===== src/ohce_pkg.sv =====
// Shared constants, codes and types of the one-hot cross-entropy unit.
package ohce_pkg;

	localparam int PROB_W = 16;
	localparam int LOSS_W = 24;
	localparam int GRAD_W = 32;

	localparam logic [PROB_W-1:0] ONE_Q15  = 16'h8000;
	localparam logic [31:0]       LN2_Q32  = 32'd2977044472;
	localparam logic [LOSS_W-1:0] LOSS_MAX = 24'hFFFFFF;

	localparam logic signed [GRAD_W-1:0] GRAD_MAX = 32'sh7FFFFFFF;
	localparam logic signed [GRAD_W-1:0] GRAD_MIN = 32'sh80000000;

	localparam logic OP_FWD    = 1'b0;
	localparam logic OP_BWD    = 1'b1;
	localparam logic KIND_LOSS = 1'b0;
	localparam logic KIND_GRAD = 1'b1;

	typedef struct packed {
		logic busy;
		logic done;
	} unit_stat_t;

	typedef enum logic [1:0] {
		ST_IDLE,
		ST_LOG,
		ST_DIV,
		ST_EMIT
	} top_state_t;

	typedef enum logic [2:0] {
		LG_IDLE,
		LG_NORM,
		LG_SQR,
		LG_SCALE,
		LG_DONE
	} log_state_t;

	typedef enum logic [1:0] {
		DV_IDLE,
		DV_RUN,
		DV_DONE
	} div_state_t;

endpackage


===== src/ohce_in_if.sv =====
// Input channel: one probability element with its target and gradient operands.
interface ohce_in_if;
	import ohce_pkg::*;

	logic                     valid;
	logic                     ready;
	logic                     op;
	logic [PROB_W-1:0]        prob;
	logic                     target_hot;
	logic                     row_last;
	logic signed [GRAD_W-1:0] upstream_grad;
	logic signed [GRAD_W-1:0] grad_in;

	modport source (
		output valid, op, prob, target_hot, row_last, upstream_grad, grad_in,
		input  ready
	);
	modport sink (
		input  valid, op, prob, target_hot, row_last, upstream_grad, grad_in,
		output ready
	);
endinterface


===== src/ohce_out_if.sv =====
// Output channel: one row loss or one element gradient result.
interface ohce_out_if;
	import ohce_pkg::*;

	logic                     valid;
	logic                     ready;
	logic                     result_kind;
	logic [LOSS_W-1:0]        loss;
	logic signed [GRAD_W-1:0] grad_out;
	logic                     saturated;

	modport source (
		output valid, result_kind, loss, grad_out, saturated,
		input  ready
	);
	modport sink (
		input  valid, result_kind, loss, grad_out, saturated,
		output ready
	);
endinterface


===== src/ohce_log.sv =====
// Iterative -ln(p): normalize shift, 16 squarings and ln2 scaling on one multiplier.
module ohce_log (
	input  logic                        clk,
	input  logic                        arst_n,
	input  logic                        start,
	input  logic [ohce_pkg::PROB_W-1:0] prob,
	output ohce_pkg::unit_stat_t        stat,
	output logic [ohce_pkg::LOSS_W-1:0] loss
);
	import ohce_pkg::*;

	log_state_t        state_q, state_d;
	logic [PROB_W-1:0] p_q;
	logic [3:0]        k_q;
	logic [30:0]       y_q;
	logic [15:0]       frac_q;
	logic [3:0]        cnt_q;
	logic [LOSS_W-1:0] loss_q;

	logic [31:0]       mul_a, mul_b;
	logic [63:0]       prod;
	logic [31:0]       sq;
	logic [19:0]       l2;
	logic [LOSS_W-1:0] rnd;

	// -log2 p = k - frac, Q.16
	assign l2 = {k_q, 16'b0} - {4'b0, frac_q};

	always_comb begin
		if (state_q == LG_SCALE) begin
			mul_a = {12'b0, l2};
			mul_b = LN2_Q32;
		end else begin
			mul_a = {1'b0, y_q};
			mul_b = {1'b0, y_q};
		end
	end

	assign prod = mul_a * mul_b;
	assign sq   = prod[61:30];
	assign rnd  = prod[55:32] + {{(LOSS_W-1){1'b0}}, prod[31]};

	always_ff @(posedge clk or negedge arst_n) begin
		if (!arst_n) begin
			state_q <= LG_IDLE;
		end else begin
			state_q <= state_d;
		end
	end

	always_comb begin
		state_d = state_q;
		case (state_q)
			LG_IDLE:  if (start) state_d = LG_NORM;
			LG_NORM:  if (p_q[PROB_W-1]) state_d = LG_SQR;
			LG_SQR:   if (cnt_q == 4'd15) state_d = LG_SCALE;
			LG_SCALE: state_d = LG_DONE;
			LG_DONE:  state_d = LG_IDLE;
			default:  state_d = LG_IDLE;
		endcase
	end

	always_ff @(posedge clk) begin
		case (state_q)
			LG_IDLE: begin
				if (start) begin
					p_q <= prob;
					k_q <= '0;
				end
			end
			LG_NORM: begin
				if (!p_q[PROB_W-1]) begin
					p_q <= {p_q[PROB_W-2:0], 1'b0};
					k_q <= k_q + 4'd1;
				end else begin
					y_q    <= {p_q, 15'b0};
					frac_q <= '0;
					cnt_q  <= '0;
				end
			end
			LG_SQR: begin
				// square lands in [1,4); fold back to [1,2) and take the bit
				y_q    <= sq[31] ? sq[31:1] : sq[30:0];
				frac_q <= {frac_q[14:0], sq[31]};
				cnt_q  <= cnt_q + 4'd1;
			end
			LG_SCALE: loss_q <= rnd;
			default: ;
		endcase
	end

	assign stat.busy = (state_q != LG_IDLE);
	assign stat.done = (state_q == LG_DONE);
	assign loss      = loss_q;

endmodule


===== src/ohce_div.sv =====
// Restoring shift-subtract divider: (mag << 15) / divisor, 32-bit quotient, overflow flag.
module ohce_div (
	input  logic                        clk,
	input  logic                        arst_n,
	input  logic                        start,
	input  logic [31:0]                 mag,
	input  logic [ohce_pkg::PROB_W-1:0] divisor,
	output ohce_pkg::unit_stat_t        stat,
	output logic [31:0]                 quot,
	output logic                        ovf
);
	import ohce_pkg::*;

	div_state_t        state_q, state_d;
	logic [PROB_W-1:0] div_q;
	logic [PROB_W-1:0] rem_q;
	logic [31:0]       dvd_q;
	logic [4:0]        cnt_q;
	logic              ovf_q;

	logic [PROB_W:0]   trial;
	logic [PROB_W:0]   diff;
	logic              ge;
	logic              too_big;

	// quotient needs more than 32 bits when the top of the dividend reaches the divisor
	assign too_big = ({1'b0, mag[31:17]} >= divisor);

	assign trial = {rem_q, dvd_q[31]};
	assign diff  = trial - {1'b0, div_q};
	assign ge    = (trial >= {1'b0, div_q});

	always_ff @(posedge clk or negedge arst_n) begin
		if (!arst_n) begin
			state_q <= DV_IDLE;
		end else begin
			state_q <= state_d;
		end
	end

	always_comb begin
		state_d = state_q;
		case (state_q)
			DV_IDLE: begin
				if (start) state_d = too_big ? DV_DONE : DV_RUN;
			end
			DV_RUN:  if (cnt_q == 5'd31) state_d = DV_DONE;
			DV_DONE: state_d = DV_IDLE;
			default: state_d = DV_IDLE;
		endcase
	end

	always_ff @(posedge clk) begin
		case (state_q)
			DV_IDLE: begin
				if (start) begin
					div_q <= divisor;
					ovf_q <= too_big;
					rem_q <= {1'b0, mag[31:17]};
					dvd_q <= {mag[16:0], 15'b0};
					cnt_q <= '0;
				end
			end
			DV_RUN: begin
				rem_q <= ge ? diff[PROB_W-1:0] : trial[PROB_W-1:0];
				dvd_q <= {dvd_q[30:0], ge};
				cnt_q <= cnt_q + 5'd1;
			end
			default: ;
		endcase
	end

	assign stat.busy = (state_q != DV_IDLE);
	assign stat.done = (state_q == DV_DONE);
	assign quot      = dvd_q;
	assign ovf       = ovf_q;

endmodule


===== src/one_hot_cross_entropy_unit.sv =====
// Top level of the one-hot cross-entropy unit: sequencer, loss hold and result register.
// Takes one element at a time and drops ready until that element is finished. A forward
// hot element with 0 < p < 1 runs the logarithm unit: k normalize shifts (k = leading
// zeros of p below 1.0, 1 to 15), 16 squarings, one scaling step and a done step, the
// squarings and the scaling on the one multiplier. A backward hot element with p > 0
// runs the 32-step shift-subtract divider, which skips its steps when the quotient
// cannot fit in 32 bits. All other elements need neither unit. A result load waits
// while the result register still holds an untaken result. A loss result appears only
// on a forward row_last element. The result register lets the unit go on with the next
// element while a result waits.
module one_hot_cross_entropy_unit (
	input  logic clk,
	input  logic arst_n,
	ohce_in_if.sink    item,
	ohce_out_if.source result
);
	import ohce_pkg::*;

	top_state_t state_q, state_d;

	logic              accept;
	logic              fwd_log;
	logic              bwd_div;
	logic              out_free;
	logic              load;
	logic [31:0]       mag_in;

	logic              op_q;
	logic              last_q;
	logic              up_neg_q;
	logic signed [GRAD_W-1:0] gin_q;
	logic signed [GRAD_W-1:0] grad_res_q;
	logic              sat_res_q;

	logic [LOSS_W-1:0] held_loss_q;
	logic              held_sat_q;

	logic              out_valid_q;
	logic              out_kind_q;
	logic [LOSS_W-1:0] out_loss_q;
	logic signed [GRAD_W-1:0] out_grad_q;
	logic              out_sat_q;

	unit_stat_t        log_stat;
	unit_stat_t        div_stat;
	logic [LOSS_W-1:0] log_loss;
	logic [31:0]       div_quot;
	logic              div_ovf;

	logic signed [33:0] sum;
	logic               sum_ovf;
	logic signed [GRAD_W-1:0] div_grad;
	logic               div_sat;
	logic signed [GRAD_W-1:0] pass_grad;
	logic               pass_sat;

	assign item.ready = (state_q == ST_IDLE);
	assign accept     = item.valid && item.ready;

	assign fwd_log = (item.op == OP_FWD) && item.target_hot && (item.prob != '0)
		&& (item.prob < ONE_Q15);
	assign bwd_div = (item.op == OP_BWD) && item.target_hot && (item.prob != '0);

	assign mag_in = item.upstream_grad[GRAD_W-1] ? 32'(-item.upstream_grad)
		: 32'(item.upstream_grad);

	ohce_log u_log (
		.clk    (clk),
		.arst_n (arst_n),
		.start  (accept && fwd_log),
		.prob   (item.prob),
		.stat   (log_stat),
		.loss   (log_loss)
	);

	ohce_div u_div (
		.clk     (clk),
		.arst_n  (arst_n),
		.start   (accept && bwd_div),
		.mag     (mag_in),
		.divisor (item.prob),
		.stat    (div_stat),
		.quot    (div_quot),
		.ovf     (div_ovf)
	);

	// gradient for backward elements that need no division
	always_comb begin
		pass_grad = item.grad_in;
		pass_sat  = 1'b0;
		if (item.target_hot && (item.prob == '0)) begin
			pass_sat = 1'b1;
			if (item.upstream_grad > 0) begin
				pass_grad = GRAD_MIN;
			end else if (item.upstream_grad < 0) begin
				pass_grad = GRAD_MAX;
			end
		end
	end

	// -up/p added to grad_in, saturated
	assign sum = up_neg_q ? (34'(gin_q) + $signed({2'b0, div_quot}))
		: (34'(gin_q) - $signed({2'b0, div_quot}));
	assign sum_ovf = (sum[33:31] != 3'b000) && (sum[33:31] != 3'b111);

	always_comb begin
		if (div_ovf) begin
			div_grad = up_neg_q ? GRAD_MAX : GRAD_MIN;
			div_sat  = 1'b1;
		end else if (sum_ovf) begin
			div_grad = sum[33] ? GRAD_MIN : GRAD_MAX;
			div_sat  = 1'b1;
		end else begin
			div_grad = sum[GRAD_W-1:0];
			div_sat  = 1'b0;
		end
	end

	assign out_free = !out_valid_q || result.ready;
	assign load     = (state_q == ST_EMIT) && out_free;

	always_ff @(posedge clk or negedge arst_n) begin
		if (!arst_n) begin
			state_q <= ST_IDLE;
		end else begin
			state_q <= state_d;
		end
	end

	always_comb begin
		state_d = state_q;
		case (state_q)
			ST_IDLE: begin
				if (accept) begin
					if (fwd_log) begin
						state_d = ST_LOG;
					end else if (bwd_div) begin
						state_d = ST_DIV;
					end else if ((item.op == OP_BWD) || item.row_last) begin
						state_d = ST_EMIT;
					end
				end
			end
			ST_LOG: begin
				if (log_stat.done) state_d = last_q ? ST_EMIT : ST_IDLE;
			end
			ST_DIV:  if (div_stat.done) state_d = ST_EMIT;
			ST_EMIT: if (out_free) state_d = ST_IDLE;
			default: state_d = ST_IDLE;
		endcase
	end

	// row hold
	always_ff @(posedge clk or negedge arst_n) begin
		if (!arst_n) begin
			held_loss_q <= '0;
			held_sat_q  <= 1'b0;
		end else if (accept && (item.op == OP_FWD) && item.target_hot && !fwd_log) begin
			// zero probability saturates, one or more gives zero loss
			held_loss_q <= (item.prob == '0) ? LOSS_MAX : '0;
			held_sat_q  <= (item.prob == '0);
		end else if ((state_q == ST_LOG) && log_stat.done) begin
			held_loss_q <= log_loss;
			held_sat_q  <= 1'b0;
		end else if (load && (op_q == OP_FWD)) begin
			held_loss_q <= '0;
			held_sat_q  <= 1'b0;
		end
	end

	always_ff @(posedge clk) begin
		if (accept) begin
			op_q       <= item.op;
			last_q     <= item.row_last;
			up_neg_q   <= item.upstream_grad[GRAD_W-1];
			gin_q      <= item.grad_in;
			grad_res_q <= pass_grad;
			sat_res_q  <= pass_sat;
		end else if ((state_q == ST_DIV) && div_stat.done) begin
			grad_res_q <= div_grad;
			sat_res_q  <= div_sat;
		end
	end

	always_ff @(posedge clk or negedge arst_n) begin
		if (!arst_n) begin
			out_valid_q <= 1'b0;
		end else if (load) begin
			out_valid_q <= 1'b1;
		end else if (result.ready) begin
			out_valid_q <= 1'b0;
		end
	end

	always_ff @(posedge clk) begin
		if (load) begin
			out_kind_q <= (op_q == OP_BWD) ? KIND_GRAD : KIND_LOSS;
			out_loss_q <= (op_q == OP_BWD) ? '0 : held_loss_q;
			out_grad_q <= (op_q == OP_BWD) ? grad_res_q : '0;
			out_sat_q  <= (op_q == OP_BWD) ? sat_res_q : held_sat_q;
		end
	end

	assign result.valid       = out_valid_q;
	assign result.result_kind = out_kind_q;
	assign result.loss        = out_loss_q;
	assign result.grad_out    = out_grad_q;
	assign result.saturated   = out_sat_q;

	a_units_idle: assert property (@(posedge clk) disable iff (!arst_n)
		(state_q == ST_IDLE) |-> (!log_stat.busy && !div_stat.busy))
		else $error("arithmetic unit busy while sequencer idle");

	a_log_done_owned: assert property (@(posedge clk) disable iff (!arst_n)
		log_stat.done |-> (state_q == ST_LOG))
		else $error("log unit finished outside its sequencer state");

	a_div_done_owned: assert property (@(posedge clk) disable iff (!arst_n)
		div_stat.done |-> (state_q == ST_DIV))
		else $error("divider finished outside its sequencer state");

	a_hold_cleared: assert property (@(posedge clk) disable iff (!arst_n)
		(load && (op_q == OP_FWD)) |=> ((held_loss_q == '0) && !held_sat_q))
		else $error("row hold not cleared after loss transfer");

	a_sat_loss_max: assert property (@(posedge clk) disable iff (!arst_n)
		(out_valid_q && (out_kind_q == KIND_LOSS) && out_sat_q) |-> (out_loss_q == LOSS_MAX))
		else $error("saturated loss result is not full scale");

endmodule

===== src/flat_wrapper.sv =====
// flat-port wrapper written by rule: the top's interface ports become plain ports
module one_hot_cross_entropy_unit_flat import ohce_pkg::*;
  (clk, arst_n, item_valid, item_op, item_prob, item_target_hot, item_row_last, item_upstream_grad, item_grad_in, item_ready, result_valid, result_result_kind, result_loss, result_grad_out, result_saturated, result_ready);
  ohce_in_if item_i ();
  ohce_out_if result_i ();
  input  logic clk;
  input  logic arst_n;
  input wire logic [$bits(item_i.valid)-1:0] item_valid;
  input wire logic [$bits(item_i.op)-1:0] item_op;
  input wire logic [$bits(item_i.prob)-1:0] item_prob;
  input wire logic [$bits(item_i.target_hot)-1:0] item_target_hot;
  input wire logic [$bits(item_i.row_last)-1:0] item_row_last;
  input wire logic [$bits(item_i.upstream_grad)-1:0] item_upstream_grad;
  input wire logic [$bits(item_i.grad_in)-1:0] item_grad_in;
  output wire logic [$bits(item_i.ready)-1:0] item_ready;
  output wire logic [$bits(result_i.valid)-1:0] result_valid;
  output wire logic [$bits(result_i.result_kind)-1:0] result_result_kind;
  output wire logic [$bits(result_i.loss)-1:0] result_loss;
  output wire logic [$bits(result_i.grad_out)-1:0] result_grad_out;
  output wire logic [$bits(result_i.saturated)-1:0] result_saturated;
  input wire logic [$bits(result_i.ready)-1:0] result_ready;
  assign item_i.valid = item_valid;
  assign item_i.op = item_op;
  assign item_i.prob = item_prob;
  assign item_i.target_hot = item_target_hot;
  assign item_i.row_last = item_row_last;
  assign item_i.upstream_grad = item_upstream_grad;
  assign item_i.grad_in = item_grad_in;
  assign item_ready = item_i.ready;
  assign result_valid = result_i.valid;
  assign result_result_kind = result_i.result_kind;
  assign result_loss = result_i.loss;
  assign result_grad_out = result_i.grad_out;
  assign result_saturated = result_i.saturated;
  assign result_i.ready = result_ready;
  one_hot_cross_entropy_unit u_core (.clk(clk), .arst_n(arst_n), .item(item_i), .result(result_i));
endmodule

===== config.mk =====
export PLATFORM = sky130hd
export DESIGN_NAME = one_hot_cross_entropy_unit_flat
export DESIGN_NICKNAME = d
export VERILOG_FILES = /design/src/ohce_pkg.sv /design/src/ohce_in_if.sv /design/src/ohce_out_if.sv /design/src/ohce_log.sv /design/src/ohce_div.sv /design/src/one_hot_cross_entropy_unit.sv /design/src/flat_wrapper.sv
export SDC_FILE = /design/constraint.sdc
export NUM_CORES = 2
export LEC_CHECK = 0
export BUFFER_PORTS_ARGS = -buffer_cell sky130_fd_sc_hd__buf_2
export CAP_MARGIN = 30
export CORE_MARGIN = 3
export CORE_UTILIZATION = 40
export CTS_CLUSTER_DIAMETER = 50
export DETAILED_ROUTE_END_ITERATION = 6
export PLACE_DENSITY = 0.63
export SYNTH_ARGS = -nofsm -noshare
export SYNTH_HDL_FRONTEND = slang
export SYNTH_HIERARCHICAL = 1
export SYNTH_SLANG_ARGS = --single-unit

===== constraint.sdc =====
create_clock -name clk -period 12.6 [get_ports clk]
set_input_delay 2.52 -clock clk [delete_from_list [all_inputs] [get_ports clk]]
set_output_delay 2.52 -clock clk [all_outputs]
set_load 0.05 [all_outputs]

After elaboration in Yosys (flattened, before gate mapping)
Cells that the tools add are included.

Input bits: 87. Bits in registers: 324. Output and inout bits: 60. Word-level logic and storage cells: 175.

Magnitude comparators: 5. Mux-type cells: 66. Add/sub/neg operators: 9. Reductions and logical operators: 41. $mul: 1. Equal/unequal tests: 23. Bitwise operators: 2.

Operators by type and width (count): $mux W32 (12); $mux W24 (4); $pmux W16 S2 (3); $mux W31 (3); $mux W16 (5); $pmux W32 S2 (1); $mul A32 B32 Y62 (1); $pmux W31 S2 (1); $add A32 B33 Y34 (1); $mux W34 (1); $sub A32 B33 Y34 (1); $gt A32 B1 Y1 const B (1); $lt A32 B1 Y1 const B (1); $neg A32 Y32 (1); $add A24 B1 Y24 (1); $mux W2 (11); $sub A20 B16 Y20 (1); $ge A17 B16 Y1 (1); $logic_and A1 B1 Y1 (17); $ge A15 B16 Y1 (1); $logic_not A16 Y1 (1); $lt A16 B16 Y1 const B (1); $pmux W4 S2 (2); $reduce_bool A16 Y1 (1); other kinds (32) (74).

Longest topological paths before layout
Depth after elaboration: 8. Gate-level depth with buffers: 41. Mapped depth without buffers: 40.

Cells and area by module
Netlist, hierarchy kept.

Modules (own cells, without submodules): ohce_log (seq. area each 2927.8 sq um, times used 1, cells an instance 4131, area each 36347.4 sq um); one_hot_cross_entropy_unit (seq. area each 4484.3 sq um, times used 1, cells an instance 872, area each 9068.7 sq um); ohce_div (seq. area each 2152.1 sq um, times used 1, cells an instance 425, area each 4356.7 sq um).

Least setup slack after synthesis
OpenSTA, ideal clock, no wires.

Path type: register -> register. Start: register u_core.u_log.state_q[2]. End: register u_core.u_log.loss_q[20] (netlist: u_core/u_log/loss[20]), data pin. Cell stages (with the launch flop): 32. Required time: 12336 ps. Clock period less this slack: 9790 ps. Setup slack: 2810 ps. Library setup time: 264 ps. Buffers on the path: 3. Arrival time: 9526 ps. Cell sequence: dfrtp_1 nand3b_4 inv_2 clkbuf_1 clkbuf_1 buf_1 nor2_1 nor2_1 fa_1 fa_1 inv_1 fa_1 fa_1 fa_1 inv_1 fa_1 fa_1 inv_1 fa_1 inv_1 ha_1 a21oi_1 o21ai_0 o21ai_0 o2111ai_1 a22o_1 or2_1 a41o_1 xor2_1 nand3_2 or3_4 xnor2_2.

Cells in the longest elaborated chain, start to end: 4. Elaborated cells on any way between the ends: 5. Those cells by class: add/sub: 1; mul: 1; eq/ne: 1; mux: 2.

RTL lines: from (decl) (RTL line ohce_log.sv:12) `log_state_t state_q, state_d;`; from (signal assigned) (RTL line ohce_log.sv:47) `state_q <= state_d;`; $eq A3 B2 Y1 * (RTL line ohce_log.sv:30) `if (state_q == LG_SCALE) begin`; $mux W31 or $mux W32 (tied branches) (RTL line ohce_log.sv:30); $mul A32 B32 Y62 * (RTL line ohce_log.sv:39) `assign prod = mul_a * mul_b;`; $add A24 B1 Y24 * (RTL line ohce_log.sv:41) `assign rnd = prod[55:32] + {{(LOSS_W-1){1'b0}}, prod[31]};`; via u_core.u_log.rnd[20] (RTL line ohce_log.sv:24) `logic [LOSS_W-1:0] rnd;`; to (signal assigned) (RTL line ohce_log.sv:87) `LG_SCALE: loss_q <= rnd;`; to (decl) (RTL line ohce_log.sv:18) `logic [LOSS_W-1:0] loss_q;`.

Mark *: on every way through the listed nets, which the timed path passes. The rest lies on a longest branch. A chain may end at the register's enable or synchronous reset.

Final worst setup path
Start: register u_core.u_log.state_q[0]. End: register u_core.u_log.loss_q[20] (netlist: u_core/u_log/loss[20]), data pin.

The elaborated chain is that of the path after synthesis.

==> metrics list <==
- The run finished with clean final reports.
* Number of maximum-capacitance constraint violations: 0
- Before antenna repair, the detailed router went through 6 iterations.
- In this run the mean area of a mapped cell was 9.17 um2.
- Starting DRT DRC Count: 3675
- The clock passes through at most 3 buffers.
- Via density per instance: 5.49
- Remaining routing DRC violations: 0
- Clock slew seen by the registers of the worst setup and hold paths: 0.06 ns
* Vias in the first global route: 40291
- Subtracting the final worst setup slack from the clock period gives 11.37 ns.
- Global-route usage over all layers: 25.7%
- Antenna viol nets, final: 0
* Achievable Freq: 88.0 MHz
- In this run the vertical extent of the chip is 359 um.
* CP dominant cell by count: sky130_fd_sc_hd__fa_1
- Gates resized during post-CTS repair numbered 0.
* Placeable core region: 123000 um2
- For this design, the CTS-stage hold fixing added 0 buffers.
- On the final layout, the worst hold slack is 0.475 ns.
- Worst EP required: 12.92 ns
* Congestion Overflow GR: 0
- The largest individual stage delay along the critical path comes from the cell sky130_fd_sc_hd__a21oi_2.
* Floorplan die area: 129000 um2
* Largest net degree at the start of global routing: 61
- Biggest fanout along the worst timing path: 36
* Post-Place Worst Slack: 1.58 ns
- Buffers inserted during clock tree synthesis total 42.
- Final Max Slew Viols: 0
* Warnings, synthesis: 6
- Buffering stage count on the worst path with inverters included: 5
- The worst hold path belongs to the class reg -> reg.
- In the final timing run, aggregate negative setup slack is 0 ns.
* Wirelength, routed: 164 mm
- The finished layout holds 7139 standard cells, fillers aside.
* Type of origin of the critical path: flop
- Among cell families on the critical path, the largest total delay comes from adder cells.
- RSZ-0062 raised after global routing: false
* Site Rows: 128
- Instance count of the mapped netlist: 5427
- Boundary pin count: 147
* TritonCTS clock tree: done
* Arrival @ worst endpoint: 11.68 ns
- Clock latency on the worst-skew pair, taken at its later pin, is 0.57 ns.
- Placed instance count: 7053
* Number of hold-slack violations in the final timing report: 0
- At the end of routability-driven placement, the weighted congestion stood at 0.973.
- Worst max-slew margin expressed relative to the limit: 22.0%
* Wire length per cell: 23.0 um
- For this run, the post-layout net count is 6748.
- On the final layout, the worst clock skew is 0.0182 ns.
- Across all setup checks in the final design, the least slack found is 1.23 ns.
- Fill cells in the final layout number 11991.
- The cell area that synthesis handed to floorplanning was 49800 um2.
* Detailed Place HPWL: 129 mm
- The first global-routing pass estimated 249 mm of wire.
- CTS placed an instance of sky130_fd_sc_hd__clkbuf_16 at the clock tree root.
* Starting Density: 40.6%
- Post-CTS setup buffer count: 0
- Setup violations remaining at the end of the flow were counted as 0.
- P&R area growth vs syn: 8.66%
* Category of the most critical setup path: reg -> reg
* Slowest Stage Delay on Critical Path: 0.86 ns
- Slew at the pin closest to its max-slew limit: 1.17 ns
* Crit. End Element: flop
- Via count: 39180
* Final Cycle Share: 90.2%
- Initial antenna violation count: 7
- The floorplan step set the die width to 359 um.
- The post-route netlist has 7.30% of its cells at a drive strength greater than 1.
- TritonCTS Sinks: 324
* H-tree lvl count: 2
- In this run the tool buffered the top-level ports with 146 buffer cells.
-- final timing paths --
kind / from / depth (start not counted) / end / slack [ns]
max in group asynchronous: arst_n / 1 / u_core/held_loss_q[2] / 9.97
max: u_core/u_log/state_q[0] / 31 / u_core/u_log/loss[20] / 1.23
min reg2reg: u_core/u_log/loss[17] / 1 / u_core/held_loss_q[17] / 0.48
min: u_core/u_log/loss[17] / 1 / u_core/held_loss_q[17] / 0.48
max reg2reg: u_core/u_log/state_q[0] / 31 / u_core/u_log/loss[20] / 1.23
min in group asynchronous: arst_n / 1 / u_core/state_q[0] / 2.05
-- stage by stage --
step	util (%)	area, um2
after detailed placement	42.8	52500
after global placement	42.7	52300
after floorplan	-	49800
final	44.1	54100
after CTS	44.0	54000
after global routing	44.1	54100
-- cell type report --
cell class	instances	area, um2	area share [%]
clock buffers	50	1140	2.11
inverters	1164	4370	8.08
well taps	1625	2030	3.76
diodes	5	12.5	0.0231
repair buffers	245	1630	3.01
flip-flops and latches	324	9560	17.7
multi-input cells	3698	35000	64.7
clock inverters	28	349	0.646
-- sequential cells by signal (all words and copies together) (netlist names), 2 cells and up --
| name | count |
|---|---|
| u_core/state_q | 2 |
| u_core/held_loss_q | 24 |
| u_core/u_div/state_q | 2 |
| u_core/grad_res_q | 32 |
| u_core/u_div/rem_q | 16 |
| u_core/u_div/cnt_q | 5 |
| u_core/u_log/state_q | 3 |
| u_core/gin_q | 32 |
| u_core/u_log/frac_q | 16 |
| u_core/u_log/loss | 24 |
| u_core/u_div/quot | 32 |
| u_core/u_log/cnt_q | 4 |
| u_core/u_log/k_q | 4 |
| u_core/u_log/y_q | 31 |
| u_core/result.grad_out | 32 |
| u_core/result.loss | 24 |
| u_core/u_div/div_q | 16 |
| u_core/u_log/p_q | 16 |
-- routing by layer --
metal / part of all wire, % / GRT usage, % / routed length, um
met1: 40 / 35.0 / 66200
met2: 45 / 40.2 / 74100
met3: 9.1 / 4.80 / 15000
met4: 5.2 / 11.0 / 8500
met5: 0 / 0 / 0
-- layout by cell type (no fill, tap or decap), types with 16 or more instances in the layout --
cell type                   instances
sky130_fd_sc_hd__o21ai_1           16
sky130_fd_sc_hd__nor3_1            40
sky130_fd_sc_hd__o21a_1            18
sky130_fd_sc_hd__clkbuf_16         44
sky130_fd_sc_hd__nand2b_1          44
sky130_fd_sc_hd__nand4_1           23
sky130_fd_sc_hd__buf_4             89
sky130_fd_sc_hd__nor2_1           280
sky130_fd_sc_hd__o21ai_0          105
sky130_fd_sc_hd__nor2b_1           36
sky130_fd_sc_hd__a31oi_1           33
sky130_fd_sc_hd__o211ai_1          16
sky130_fd_sc_hd__nand3_1           56
sky130_fd_sc_hd__and2_1           109
sky130_fd_sc_hd__dfrtp_1           33
sky130_fd_sc_hd__xnor2_1          101
sky130_fd_sc_hd__a21o_1            38
sky130_fd_sc_hd__or2_2             17
sky130_fd_sc_hd__edfxtp_1         291
sky130_fd_sc_hd__and3_1           168
sky130_fd_sc_hd__ha_1             323
sky130_fd_sc_hd__xor2_1            66
sky130_fd_sc_hd__nand2_1          831
sky130_fd_sc_hd__buf_2            146
sky130_fd_sc_hd__a221o_1           29
sky130_fd_sc_hd__a21oi_1          252
sky130_fd_sc_hd__fa_1             863
sky130_fd_sc_hd__inv_1           1157
-- worst reg2reg max path, delay by kind of cell, from the launching register on --
family / cells / cell delay [ns]
XOR/XNOR: 2 / 0.45
AO/OA/AOI/OAI: 5 / 2.19
adder cells (fa/ha/maj): 11 / 5.09
buffers and inverters: 5 / 0.42
flip-flops: 1 / 0.54
AND/OR/NAND/NOR: 8 / 2.43
Power is not shown: default switching activity piles up to over one toggle a cycle in this logic, so the estimate is an artifact.
